==> config.mk <==
export PLATFORM = sky130hd
export DESIGN_NAME = reversal_range_bar_builder_top
export DESIGN_NICKNAME = d
export VERILOG_FILES = /design/src/rtl/rrb_pkg.sv /design/src/rtl/reversal_range_bar_builder_top.sv /design/src/rtl/rrb_front.sv /design/src/rtl/rrb_queue.sv /design/src/rtl/rrb_back.sv
export VERILOG_INCLUDE_DIRS = /design/src /design/src/rtl
export SDC_FILE = /design/constraint.sdc
export NUM_CORES = 2
export LEC_CHECK = 0
export BUFFER_PORTS_ARGS = -buffer_cell sky130_fd_sc_hd__buf_2
export CORE_UTILIZATION = 48
export CTS_BUF_LIST = sky130_fd_sc_hd__clkbuf_8 sky130_fd_sc_hd__clkbuf_16
export DETAILED_ROUTE_END_ITERATION = 16
export HOLD_SLACK_MARGIN = 0.02
export PLACE_DENSITY = 0.71
export SLEW_MARGIN = 0
export SYNTH_ARGS = -nofsm -noshare
export SYNTH_HDL_FRONTEND = slang
export SYNTH_SLANG_ARGS = --single-unit
==> constraint.sdc <==
create_clock -name clk -period 16.5 [get_ports clk]
set_input_delay 4.95 -clock clk [delete_from_list [all_inputs] [get_ports clk]]
set_output_delay 4.95 -clock clk [all_outputs]
set_load 0.1 [all_outputs]
==> src/rtl/reversal_range_bar_builder_top_defines.svh <==
// ============================================================================
// reversal_range_bar_builder_top_defines.svh
// Assertion macros used by the bar engine (rrb_back).
// ============================================================================
`ifndef REVERSAL_RANGE_BAR_BUILDER_TOP_DEFINES_SVH
`define REVERSAL_RANGE_BAR_BUILDER_TOP_DEFINES_SVH

// same-cycle implication, disabled while in reset
`define RRB_ASSERT_SAME(label, clk, rst_n, ante, cons) \
    label: assert property (@(posedge clk) disable iff (!rst_n) (ante) |-> (cons)) \
        else $error("rrb assertion failed");

// next-cycle implication, disabled while in reset
`define RRB_ASSERT_NEXT(label, clk, rst_n, ante, cons) \
    label: assert property (@(posedge clk) disable iff (!rst_n) (ante) |=> (cons)) \
        else $error("rrb assertion failed");

`endif

==> src/rtl/rrb_pkg.sv <==
// ============================================================================
// rrb_pkg
// Types, constants and helpers for the reversal range bar builder.
// ============================================================================
package rrb_pkg;

    localparam int TIME_W  = 48;
    localparam int PRICE_W = 32;
    localparam int VOL_W   = 32;
    localparam int SUM_W   = 48;
    localparam int CFG_W   = 16;
    localparam int SRC_W   = 2;
    localparam int IDX_W   = 2;
    localparam int THR_W   = CFG_W + CFG_W + 1;

    localparam int QUEUE_DEPTH = 2;

    // register indexes
    localparam logic [IDX_W-1:0] REG_PRICE_SOURCE  = 2'd0;
    localparam logic [IDX_W-1:0] REG_BAR_SIZE      = 2'd1;
    localparam logic [IDX_W-1:0] REG_REVERSAL_SIZE = 2'd2;
    localparam logic [IDX_W-1:0] REG_TICK_SIZE     = 2'd3;

    // price source codes
    localparam logic [SRC_W-1:0] SRC_LAST = 2'd0;
    localparam logic [SRC_W-1:0] SRC_MID  = 2'd1;
    localparam logic [SRC_W-1:0] SRC_BID  = 2'd2;
    localparam logic [SRC_W-1:0] SRC_ASK  = 2'd3;

    // armed reversal direction, two's complement
    localparam logic signed [1:0] ARM_NONE = 2'sb00;
    localparam logic signed [1:0] ARM_UP   = 2'sb01;
    localparam logic signed [1:0] ARM_DOWN = 2'sb11;

    typedef struct packed {
        logic [TIME_W-1:0]  tick_time;
        logic [PRICE_W-1:0] price;
        logic [VOL_W-1:0]   volume;
    } item_t;

    typedef struct packed {
        logic [THR_W-1:0] rev;   // (reversal_size+1)*tick_size
        logic [THR_W-1:0] arm;   // bar_size*tick_size
        logic [THR_W-1:0] ext;   // (bar_size+1)*tick_size
    } thr_t;

    // a - b >= thr, false when a < b
    function automatic logic reaches(input logic [PRICE_W-1:0] a,
                                     input logic [PRICE_W-1:0] b,
                                     input logic [THR_W-1:0]   thr);
        logic [PRICE_W-1:0] d;
        d = a - b;
        return (a >= b) && ({{(THR_W-PRICE_W){1'b0}}, d} >= thr);
    endfunction

endpackage

==> src/rtl/reversal_range_bar_builder_top.sv <==
// ============================================================================
// reversal_range_bar_builder_top
// Reversal range bar builder: market ticks in, one bar snapshot out per tick.
// ============================================================================
// The block takes one tick per clock while in_stall is low and returns exactly
// one result per tick, in order: the accepted and new_bar flags plus the bar
// as it stands after the tick. Sustained rate is one tick per cycle while the
// result side is not stalled, set by the bar engine, which applies a tick
// straight into its state registers (one timestamp compare, the threshold
// compares against the open/high/low, and the saturating volume add). A tick
// is written into a two-entry queue at the edge that accepts it, popped into
// the bar engine once its result slot is free or being taken, and from then on
// the engine's state registers present the result until it is taken. The input
// stalls only when that queue is full, so a waiting result does not stop new
// ticks until the queue fills. Config writes land in their register at once; the
// price thresholds derived from them, (reversal+1)*tick, bar*tick and
// (bar+1)*tick, settle on the following edge, so write config only while no
// tick is in flight.
// ============================================================================
module reversal_range_bar_builder_top
    import rrb_pkg::*;
#(
    parameter int QDEPTH = QUEUE_DEPTH   // front-to-engine queue depth, 2 and up
)
(
    input  logic                clk,
    input  logic                rst_n,
    // config write port
    input  logic                cfg_we,
    input  logic [IDX_W-1:0]    cfg_index,
    input  logic [CFG_W-1:0]    cfg_data,
    // tick input channel
    input  logic                in_valid,
    output logic                in_stall,
    input  logic [TIME_W-1:0]   tick_time,
    input  logic [PRICE_W-1:0]  last_price,
    input  logic [PRICE_W-1:0]  mid_price,
    input  logic [PRICE_W-1:0]  bid_price,
    input  logic [PRICE_W-1:0]  ask_price,
    input  logic [VOL_W-1:0]    tick_volume,
    // result channel
    output logic                out_valid,
    input  logic                out_stall,
    output logic                accepted,
    output logic                new_bar,
    output logic [PRICE_W-1:0]  bar_open,
    output logic [PRICE_W-1:0]  bar_high,
    output logic [PRICE_W-1:0]  bar_low,
    output logic [PRICE_W-1:0]  bar_close,
    output logic [SUM_W-1:0]    bar_volume,
    output logic [TIME_W-1:0]   bar_start,
    output logic [TIME_W-1:0]   bar_duration,
    output logic signed [1:0]   reversal_dir
);

    item_t front_item;   // tick with the configured price picked
    thr_t  thr;          // precomputed distance thresholds
    item_t q_head;
    logic  q_full;
    logic  q_valid;
    logic  q_pop;
    logic  push;

    // a transfer on the input writes straight into the queue
    assign in_stall = q_full;
    assign push     = in_valid && !q_full;

    rrb_front u_front (
        .clk         (clk),
        .rst_n       (rst_n),
        .cfg_we      (cfg_we),
        .cfg_index   (cfg_index),
        .cfg_data    (cfg_data),
        .tick_time   (tick_time),
        .last_price  (last_price),
        .mid_price   (mid_price),
        .bid_price   (bid_price),
        .ask_price   (ask_price),
        .tick_volume (tick_volume),
        .item        (front_item),
        .thr         (thr)
    );

    rrb_queue #(
        .DEPTH (QDEPTH)
    ) u_queue (
        .clk       (clk),
        .rst_n     (rst_n),
        .push      (push),
        .push_data (front_item),
        .pop       (q_pop),
        .full      (q_full),
        .not_empty (q_valid),
        .head      (q_head)
    );

    // engine pops whenever its result slot is free or being taken
    rrb_back u_back (
        .clk          (clk),
        .rst_n        (rst_n),
        .q_valid      (q_valid),
        .q_head       (q_head),
        .q_pop        (q_pop),
        .thr          (thr),
        .out_stall    (out_stall),
        .out_valid    (out_valid),
        .accepted     (accepted),
        .new_bar      (new_bar),
        .bar_open     (bar_open),
        .bar_high     (bar_high),
        .bar_low      (bar_low),
        .bar_close    (bar_close),
        .bar_volume   (bar_volume),
        .bar_start    (bar_start),
        .bar_duration (bar_duration),
        .reversal_dir (reversal_dir)
    );

endmodule

==> src/rtl/rrb_front.sv <==
// ============================================================================
// rrb_front
// Config registers, threshold precompute and tick price selection.
// ============================================================================
module rrb_front
    import rrb_pkg::*;
(
    input  logic               clk,
    input  logic               rst_n,
    input  logic               cfg_we,
    input  logic [IDX_W-1:0]   cfg_index,
    input  logic [CFG_W-1:0]   cfg_data,
    input  logic [TIME_W-1:0]  tick_time,
    input  logic [PRICE_W-1:0] last_price,
    input  logic [PRICE_W-1:0] mid_price,
    input  logic [PRICE_W-1:0] bid_price,
    input  logic [PRICE_W-1:0] ask_price,
    input  logic [VOL_W-1:0]   tick_volume,
    output item_t              item,
    output thr_t               thr
);

    logic [SRC_W-1:0]   price_source_reg;
    logic [CFG_W-1:0]   bar_size_reg;
    logic [CFG_W-1:0]   reversal_size_reg;
    logic [CFG_W-1:0]   tick_size_reg;
    thr_t               thr_reg;
    thr_t               thr_next;
    logic [CFG_W:0]     rev_p1;
    logic [CFG_W:0]     bar_p1;
    logic [PRICE_W-1:0] price_sel;

    always_ff @(posedge clk or negedge rst_n)
    begin
        if (!rst_n)
        begin
            price_source_reg  <= SRC_LAST;
            bar_size_reg      <= CFG_W'(1);
            reversal_size_reg <= CFG_W'(1);
            tick_size_reg     <= CFG_W'(1);
        end
        else if (cfg_we)
        begin
            unique case (cfg_index)
                REG_PRICE_SOURCE:  price_source_reg  <= cfg_data[SRC_W-1:0];
                REG_BAR_SIZE:      bar_size_reg      <= cfg_data;
                REG_REVERSAL_SIZE: reversal_size_reg <= cfg_data;
                REG_TICK_SIZE:     tick_size_reg     <= cfg_data;
                default:           ;
            endcase
        end
    end

    // thresholds are registered, so they settle on the edge after a config write
    always_comb
    begin
        rev_p1       = {1'b0, reversal_size_reg} + (CFG_W+1)'(1);
        bar_p1       = {1'b0, bar_size_reg} + (CFG_W+1)'(1);
        thr_next.rev = THR_W'(rev_p1) * THR_W'(tick_size_reg);
        thr_next.arm = THR_W'(bar_size_reg) * THR_W'(tick_size_reg);
        thr_next.ext = THR_W'(bar_p1) * THR_W'(tick_size_reg);
    end

    always_ff @(posedge clk or negedge rst_n)
    begin
        if (!rst_n)
        begin
            thr_reg.rev <= THR_W'(2);
            thr_reg.arm <= THR_W'(1);
            thr_reg.ext <= THR_W'(2);
        end
        else
        begin
            thr_reg <= thr_next;
        end
    end

    always_comb
    begin
        unique case (price_source_reg)
            SRC_LAST: price_sel = last_price;
            SRC_MID:  price_sel = mid_price;
            SRC_BID:  price_sel = bid_price;
            SRC_ASK:  price_sel = ask_price;
            default:  price_sel = last_price;
        endcase
    end

    assign item.tick_time = tick_time;
    assign item.price     = price_sel;
    assign item.volume    = tick_volume;
    assign thr            = thr_reg;

endmodule

==> src/rtl/rrb_queue.sv <==
// ============================================================================
// rrb_queue
// Small FIFO between the front and the bar engine.
// ============================================================================
module rrb_queue
    import rrb_pkg::*;
#(
    parameter int DEPTH = QUEUE_DEPTH   // 2 and up
)
(
    input  logic  clk,
    input  logic  rst_n,
    input  logic  push,
    input  item_t push_data,
    input  logic  pop,
    output logic  full,
    output logic  not_empty,
    output item_t head
);

    localparam int PTR_W = $clog2(DEPTH);
    localparam int CNT_W = $clog2(DEPTH + 1);
    localparam logic [PTR_W-1:0] LAST_PTR = PTR_W'(DEPTH - 1);

    item_t             mem [DEPTH];
    logic [PTR_W-1:0]  wr_ptr_reg;
    logic [PTR_W-1:0]  rd_ptr_reg;
    logic [CNT_W-1:0]  count_reg;
    logic [CNT_W-1:0]  count_next;

    always_ff @(posedge clk)
    begin
        if (push)
        begin
            mem[wr_ptr_reg] <= push_data;
        end
    end

    always_comb
    begin
        count_next = count_reg;
        if (push && !pop)
        begin
            count_next = count_reg + CNT_W'(1);
        end
        else if (pop && !push)
        begin
            count_next = count_reg - CNT_W'(1);
        end
    end

    always_ff @(posedge clk or negedge rst_n)
    begin
        if (!rst_n)
        begin
            wr_ptr_reg <= '0;
            rd_ptr_reg <= '0;
            count_reg  <= '0;
        end
        else
        begin
            if (push)
            begin
                wr_ptr_reg <= (wr_ptr_reg == LAST_PTR) ? '0 : wr_ptr_reg + PTR_W'(1);
            end
            if (pop)
            begin
                rd_ptr_reg <= (rd_ptr_reg == LAST_PTR) ? '0 : rd_ptr_reg + PTR_W'(1);
            end
            count_reg <= count_next;
        end
    end

    assign full      = (count_reg == CNT_W'(DEPTH));
    assign not_empty = (count_reg != '0);
    assign head      = mem[rd_ptr_reg];

endmodule

==> src/rtl/rrb_back.sv <==
// ============================================================================
// rrb_back
// Bar engine: applies one queued tick per cycle unless stalled; holds results.
// ============================================================================
`include "reversal_range_bar_builder_top_defines.svh"

module rrb_back
    import rrb_pkg::*;
(
    input  logic                clk,
    input  logic                rst_n,
    input  logic                q_valid,
    input  item_t               q_head,
    output logic                q_pop,
    input  thr_t                thr,
    input  logic                out_stall,
    output logic                out_valid,
    output logic                accepted,
    output logic                new_bar,
    output logic [PRICE_W-1:0]  bar_open,
    output logic [PRICE_W-1:0]  bar_high,
    output logic [PRICE_W-1:0]  bar_low,
    output logic [PRICE_W-1:0]  bar_close,
    output logic [SUM_W-1:0]    bar_volume,
    output logic [TIME_W-1:0]   bar_start,
    output logic [TIME_W-1:0]   bar_duration,
    output logic signed [1:0]   reversal_dir
);

    logic                have_bar_reg;
    logic [PRICE_W-1:0]  open_reg, high_reg, low_reg, close_reg;
    logic [SUM_W-1:0]    vol_reg;
    logic [TIME_W-1:0]   start_reg, last_reg;
    logic signed [1:0]   armed_reg;
    logic                out_valid_reg, accepted_reg, new_bar_reg;

    logic                have_bar_next;
    logic [PRICE_W-1:0]  open_next, high_next, low_next;
    logic [SUM_W-1:0]    vol_next;
    logic [TIME_W-1:0]   start_next;
    logic signed [1:0]   armed_next;

    logic [PRICE_W-1:0]  px;
    logic                newer, rev_closed, above, below, ext_hit, open_new;
    logic [SUM_W-1:0]    vol_base;
    logic [SUM_W:0]      vol_sum;
    logic                bar_flat;

    assign q_pop = q_valid && (!out_valid_reg || !out_stall);
    assign px    = q_head.price;
    assign newer = q_head.tick_time > last_reg;

    always_comb
    begin
        rev_closed = 1'b0;
        if (armed_reg == ARM_UP)
        begin
            rev_closed = reaches(px, low_reg, thr.rev);
        end
        else if (armed_reg == ARM_DOWN)
        begin
            rev_closed = reaches(high_reg, px, thr.rev);
        end

        above      = px > high_reg;
        below      = px < low_reg;
        armed_next = armed_reg;
        ext_hit    = 1'b0;
        // reversal close skips arming and extension
        if (have_bar_reg && !rev_closed)
        begin
            if (above)
            begin
                if (reaches(px, low_reg, thr.arm))
                begin
                    armed_next = ARM_DOWN;
                end
                ext_hit = reaches(px, open_reg, thr.ext);
            end
            else if (below)
            begin
                if (reaches(high_reg, px, thr.arm))
                begin
                    armed_next = ARM_UP;
                end
                ext_hit = reaches(open_reg, px, thr.ext);
            end
        end

        open_new      = !have_bar_reg || rev_closed || ext_hit;
        have_bar_next = 1'b1;
        open_next     = open_new ? px : open_reg;
        high_next     = (open_new || above) ? px : high_reg;
        low_next      = (open_new || below) ? px : low_reg;
        start_next    = open_new ? q_head.tick_time : start_reg;

        vol_base = open_new ? '0 : vol_reg;
        vol_sum  = {1'b0, vol_base} + (SUM_W+1)'(q_head.volume);
        vol_next = vol_sum[SUM_W] ? {SUM_W{1'b1}} : vol_sum[SUM_W-1:0];
    end

    always_ff @(posedge clk or negedge rst_n)
    begin
        if (!rst_n)
        begin
            have_bar_reg <= 1'b0;
            open_reg     <= '0;
            high_reg     <= '0;
            low_reg      <= '0;
            close_reg    <= '0;
            vol_reg      <= '0;
            start_reg    <= '0;
            last_reg     <= '0;
            armed_reg    <= ARM_NONE;
            out_valid_reg <= 1'b0;
            accepted_reg  <= 1'b0;
            new_bar_reg   <= 1'b0;
        end
        else
        begin
            if (q_pop)
            begin
                out_valid_reg <= 1'b1;
                accepted_reg  <= newer;
                new_bar_reg   <= newer && open_new;
                if (newer)
                begin
                    have_bar_reg <= have_bar_next;
                    open_reg     <= open_next;
                    high_reg     <= high_next;
                    low_reg      <= low_next;
                    close_reg    <= px;
                    vol_reg      <= vol_next;
                    start_reg    <= start_next;
                    last_reg     <= q_head.tick_time;
                    armed_reg    <= armed_next;
                end
            end
            else if (!out_stall)
            begin
                out_valid_reg <= 1'b0;
            end
        end
    end

    // the bar state registers double as the result register
    assign out_valid    = out_valid_reg;
    assign accepted     = accepted_reg;
    assign new_bar      = new_bar_reg;
    assign bar_open     = open_reg;
    assign bar_high     = high_reg;
    assign bar_low      = low_reg;
    assign bar_close    = close_reg;
    assign bar_volume   = vol_reg;
    assign bar_start    = start_reg;
    assign bar_duration = last_reg - start_reg;
    assign reversal_dir = armed_reg;

    // a freshly opened bar is a single price
    assign bar_flat = (open_reg == close_reg) && (high_reg == open_reg) && (low_reg == open_reg);

    `RRB_ASSERT_NEXT(a_pop_gives_result, clk, rst_n, q_pop, out_valid_reg)
    `RRB_ASSERT_SAME(a_new_bar_accepted, clk, rst_n, out_valid_reg && new_bar_reg, accepted_reg)
    `RRB_ASSERT_SAME(a_new_bar_flat, clk, rst_n, out_valid_reg && new_bar_reg, bar_flat)
    `RRB_ASSERT_SAME(a_high_over_low, clk, rst_n, out_valid_reg, high_reg >= low_reg)

endmodule

# --- Word-level counts from Yosys, hierarchy flattened ---
# Memories as Yosys holds them, arrays and structs flattened.
# Cells that the tools add are included.
# W data, S select, Z words.
classes:
  add_sub_neg: 12
  mul: 3
  n_lt_le_gt_ge: 13
  n_eq_ne: 11
  muxes: 20
  n_reduce_logical: 39
ops:
  columns: ["op", "count"]
  rows:
  - ["$ge A32 B32 Y1", 6]
  - ["$ge A32 B33 Y1", 4]
  - ["$pmux W32 S4", 1]
  - ["$sub A32 B32 Y32", 4]
  - ["$mux W48", 2]
  - ["$mul A17 B16 Y33", 2]
  - ["$add A48 B32 Y49", 1]
  - ["$gt A48 B48 Y1", 1]
  - ["$sub A48 B48 Y48", 1]
  - ["$add A16 B1 Y17 const B", 2]
  - ["$gt A32 B32 Y1", 1]
  - ["$lt A32 B32 Y1", 1]
  - ["$mul A16 B16 Y32", 1]
  - ["$eq A2 B2 Y1 const B", 6]
  - ["$logic_and A1 B1 Y1", 12]
  - ["$mux W2", 6]
  - ["$mux W1", 11]
  - ["$reduce_and A2 Y1", 5]
  - ["$reduce_and A3 Y1", 3]
  - ["$reduce_bool A2 Y1", 4]
  - ["$logic_not A1 Y1", 7]
  - ["$eq A2 B1 Y1 const B", 3]
  - ["$reduce_and A6 Y1", 1]
  - ["$logic_or A1 B1 Y1", 5]
  - ["other kinds (6)", 8]
word_totals:
  input_bits: 231
  ramBits: 224
  elab_cells: 121
  register_bits: 430
  memories: 1
  output_inout_bits: 278
memory_table:
  columns: ["memory", "words", "word_bits", "read_ports", "rd_ports_with_merged_regs", "write_ports", "line", "rtl"]
  rows:
  - ["u_queue.mem", 2, 112, 1, 0, 1, "rrb_queue.sv:25", "item_t mem [DEPTH];"]

# --- Depth between registers and ports, before layout ---
# An unclocked memory read counts as a cell.
depth:
  depth_word: 13
  ltp_mapped: 45
  depth_no_buf: 41

# --- Modules after synthesis ---
# Synthesis repeated with hierarchy kept, for this count alone.
unflattened:
  cells_unflattened: 7250
  hier_area_um2: 68665.9
by_module_without_submodules:
  columns: ["module", "area_per_inst_um2", "cells_each", "n_inst", "seq_area_each_um2"]
  rows:
  - ["rrb_front", 33166.8, 3530, 1, 3711.1]
  - ["rrb_back", 26920.8, 3354, 1, 6956.7]
  - ["rrb_queue", 8564.5, 365, 1, 6826.5]
  - ["reversal_range_bar_builder_top", 13.8, 1, 1, 0.0]

# --- Worst setup path after synthesis ---
# No wires, ideal clock.
synth_path:
  path_kind: "input -> register"
  start: "in in_valid"
  end: "mem u_queue.mem[0][0] in the netlist's numbering, enable pin"
  t_required_ps: 15916
  slack_ps: 6219
  n_path_buf: 0
  arrival_time_ps: 9697
  path_stages: 2
  setup_ps: 584
  path_cell_list: "nand2_1 > nor2_1"
synth_via:
  elab_chain_len: 3
synth_rtl:
  columns: ["item", "line", "rtl"]
  rows:
  - ["from (decl)", "reversal_range_bar_builder_top.sv:33", "input logic in_valid,"]
  - ["$logic_and A1 B1 Y1", "reversal_range_bar_builder_top.sv:66", "assign push = in_valid && !q_full;"]
  - ["$mux W1", "rrb_queue.sv:33", "if (push)"]
  - ["$mux W1 (not written as such)", "rrb_queue.sv:35", "mem[wr_ptr_reg] <= push_data;"]
  - ["to (decl)", "rrb_queue.sv:25", null]
# No other way between the ends.

==> results.sh <==
export IMPL_status="complete, no violations"
export IMPL_dr_pass1_iters=6
export IMPL_cts_tree="yes"
export IMPL_ys_top_cells_by_count="inv_1 (1100), ha_1 (764), nand2_1 (688)"
export IMPL_gp_congestion=0.982
export IMPL_row_count=135
export IMPL_netlist_area_leader_share_pct=18.6
export IMPL_cts_max_path_buffers=3
export IMPL_syn_area_um2=66100
export IMPL_start_kind="register"
export IMPL_crit_type="reg2reg"
export IMPL_rsz0062_at_grt="false"
export IMPL_start_util_pct=48.6
export IMPL_io_buffers=508
export IMPL_ys_types=82
export IMPL_synth_ff_type="dfrtp_1"
export IMPL_relSlewSlack_pct=18.8
export IMPL_ctsResizeCount=0
export IMPL_viasPerCell=5.62
export IMPL_fillers=12200
export IMPL_multiInputGateArea_um2=43600
export IMPL_clkSlewWorstSetupHoldPaths_ps=60
export IMPL_regToRegSetupSlack_ps=4690
export IMPL_nNetsFinal=8981
export IMPL_ios=509
export IMPL_grt_antenna_before_repair=22
export IMPL_cp_data_required_time_ps=17000
export IMPL_fp_dieArea_um2=139000
export IMPL_cts_setup_buffers=0
export IMPL_grt_pass1_vias=53000
export IMPL_htree_levels=3
export IMPL_final_max_slew_violation_count=0
export IMPL_grt_usage_pct=28.3
export IMPL_insertion_delay_ps=690
export IMPL_largest_reg_flops=224
export IMPL_final_hold_violation_count=0
export IMPL_yosys_area_top_type="fa_1"
export IMPL_clkSinkCount=654
export IMPL_grt_overflow_total=0
export IMPL_tightest_slew_ps=1220
export IMPL_syn_nets=8597
export IMPL_worst_path_max_fanout=46
export IMPL_end_kind="register"
export IMPL_yosysSeqAreaShare_pct=26.5
export IMPL_tns_ps=0
export IMPL_maxCapViolations=0
export IMPL_dpl_cell_area_um2=70600
export IMPL_holdBufCountCts=0
export IMPL_vias=51900
export IMPL_worst_path_most_repeated_cell="o21ai_0"
export IMPL_synth_seq_cells=654
export IMPL_synth_avg_cell_area_um2=9.47
export IMPL_synthCells=6986
export IMPL_drive_above_1_share_pct=11.8
export IMPL_die_w_um=373
export IMPL_timing_final_crit_period_ps=11810
export IMPL_core_um2=136000
export IMPL_cts_buffers=79
export IMPL_fin_crit_sh_pct=71.6
export IMPL_grt_max_degree=148
export IMPL_syn2layout_area_growth_pct=10.8
export IMPL_drt_total_wl_um=198000
export IMPL_synth_area_leaders="fa_1 (19%), dfrtp_1 (16%), ha_1 (14%), edfxtp_1 (10%), inv_1 (6.2%)"
export IMPL_synth_edf_count=224
export IMPL_final_cell_area_um2=73300
export IMPL_clock_fmax_ghz=0.0847
export IMPL_drc=0
export IMPL_seqCellArea_um2=17500
export IMPL_slowest_delay_ps=850
export IMPL_dpl_hpwl_um=156000
export IMPL_die_y_um=373
export IMPL_finalSetupViolCount=0
export IMPL_synth_most_common_cell="inv_1"
export IMPL_fin_skew_ps=33.4
export IMPL_wl_per_cell_um=21.4
export IMPL_hold_class="reg2reg"
export IMPL_drt_iter0_markers=3971
export IMPL_grt_pass1_wl_um=305000
export IMPL_cts_root_buf="clkbuf_16"
export IMPL_yosys_warnings=0
export IMPL_async_flop_share_pct=65.7
export IMPL_antenna_violating_nets_post_route=0
export IMPL_critical_path_slowest_cell="mux2i_1"
export IMPL_worstPathArrival_ps=12310
==> worst paths after layout <==
kind | start | end | depth (start not counted)
hold reg to reg | u_back.bar_close[16] | u_back.bar_close[16] | 2
setup reg to reg | u_queue.rd_ptr_reg | u_back.bar_volume[7] | 39
min in group asynchronous | rst_n | u_back.bar_volume[7] | 1
setup / recovery | u_queue.rd_ptr_reg | u_back.bar_volume[7] | 39
max in group asynchronous | rst_n | u_queue.rd_ptr_reg | 3
hold / removal | u_back.bar_close[16] | u_back.bar_close[16] | 2
==> stage by stage <==
| stage | util (%) | setup slack [ps] | hold WS (ps) | instances |
|---|---|---|---|---|
| 2_1_floorplan | - | 6220 | 461 | 6986 |
| 3_3_place_gp | 51.8 | 5190 | 461 | 9070 |
| 3_5_place_dp | 51.8 | 5040 | 470 | 9070 |
| 4_1_cts | 53.8 | 4890 | 483 | 9216 |
| 5_1_grt | 53.8 | 3890 | 498 | 9221 |
| 6_report | 53.8 | 4690 | 479 | 9224 |
==> placed cells by master (no fill, tap or decap), types with 10 or more instances in the layout <==
cell / n
o21a_1: 44
nor2_1: 391
a31oi_1: 39
o21ai_0: 223
a21oi_1: 502
mux2i_1: 80
ha_1: 764
edfxtp_1: 224
and3_1: 36
mux4_2: 32
nor2b_1: 110
xnor2_1: 209
or3_1: 12
xor2_1: 78
o211ai_1: 21
a21o_1: 216
xnor2_2: 16
nand4_1: 75
and2_1: 317
mux2_2: 82
fa_1: 616
a41oi_1: 10
o31ai_1: 12
nand3_1: 63
nor4_1: 14
buf_4: 68
clkbuf_16: 82
nand2_1: 688
and4_1: 16
clkinv_2: 18
dfrtp_1: 421
a221oi_1: 14
o21bai_1: 42
nand2b_1: 39
buf_2: 507
a211oi_1: 20
nor3_1: 43
inv_1: 1115
==> area by class of cell <==
class	instances	area share, %
clock inverter	59	0.744
antenna	8	0.0273
inverter	1100	5.63
sequential	654	23.9
clock buffer	87	2.89
multi-input combinational	4956	59.5
tap	1781	3.04
timing repair buffer	579	4.26
==> layer usage <==
metal,vias up,share of wire (%),track usage [%]
met5,-,0.043,0
met4,12,4.0,10.9
met3,355,7.6,5.40
met2,1889,47,47.4
met1,25900,41,36.2
li1,23700,-,-
==> kinds of logic (layout without fill, tap and decap cells) <==
kind of cell             count (synthesis)  after routing  share of synthesized area, %
other                                    0              8                             0
AND/OR/NAND/NOR                       1837           1837                          13.2
adder cells (fa/ha/maj)               1380           1380                          33.1
multiplexers                           194            194                          3.70
buffers and inverters                 1376           1825                          7.89
XOR/XNOR                               307            307                          4.07
AO/OA/AOI/OAI                         1238           1238                          11.6
flip-flops                             654            654                          26.5
==> worst max-delay path: cells and delay by family, from the launching register on <==
| kind | cells | cell delay [ps] |
|---|---|---|
| buffers and inverters | 3 | 900 |
| adders and majority gates | 3 | 950 |
| xor gates and xnor gates | 1 | 170 |
| muxes | 1 | 850 |
| and+or+nand+nor | 9 | 2030 |
| DFF | 1 | 650 |
| AOI/OAI and AO/OA | 22 | 5950 |
Power is left out: the tool's default activity adds up to more than one toggle a clock period on the data nets, which glitch-free logic cannot reach.
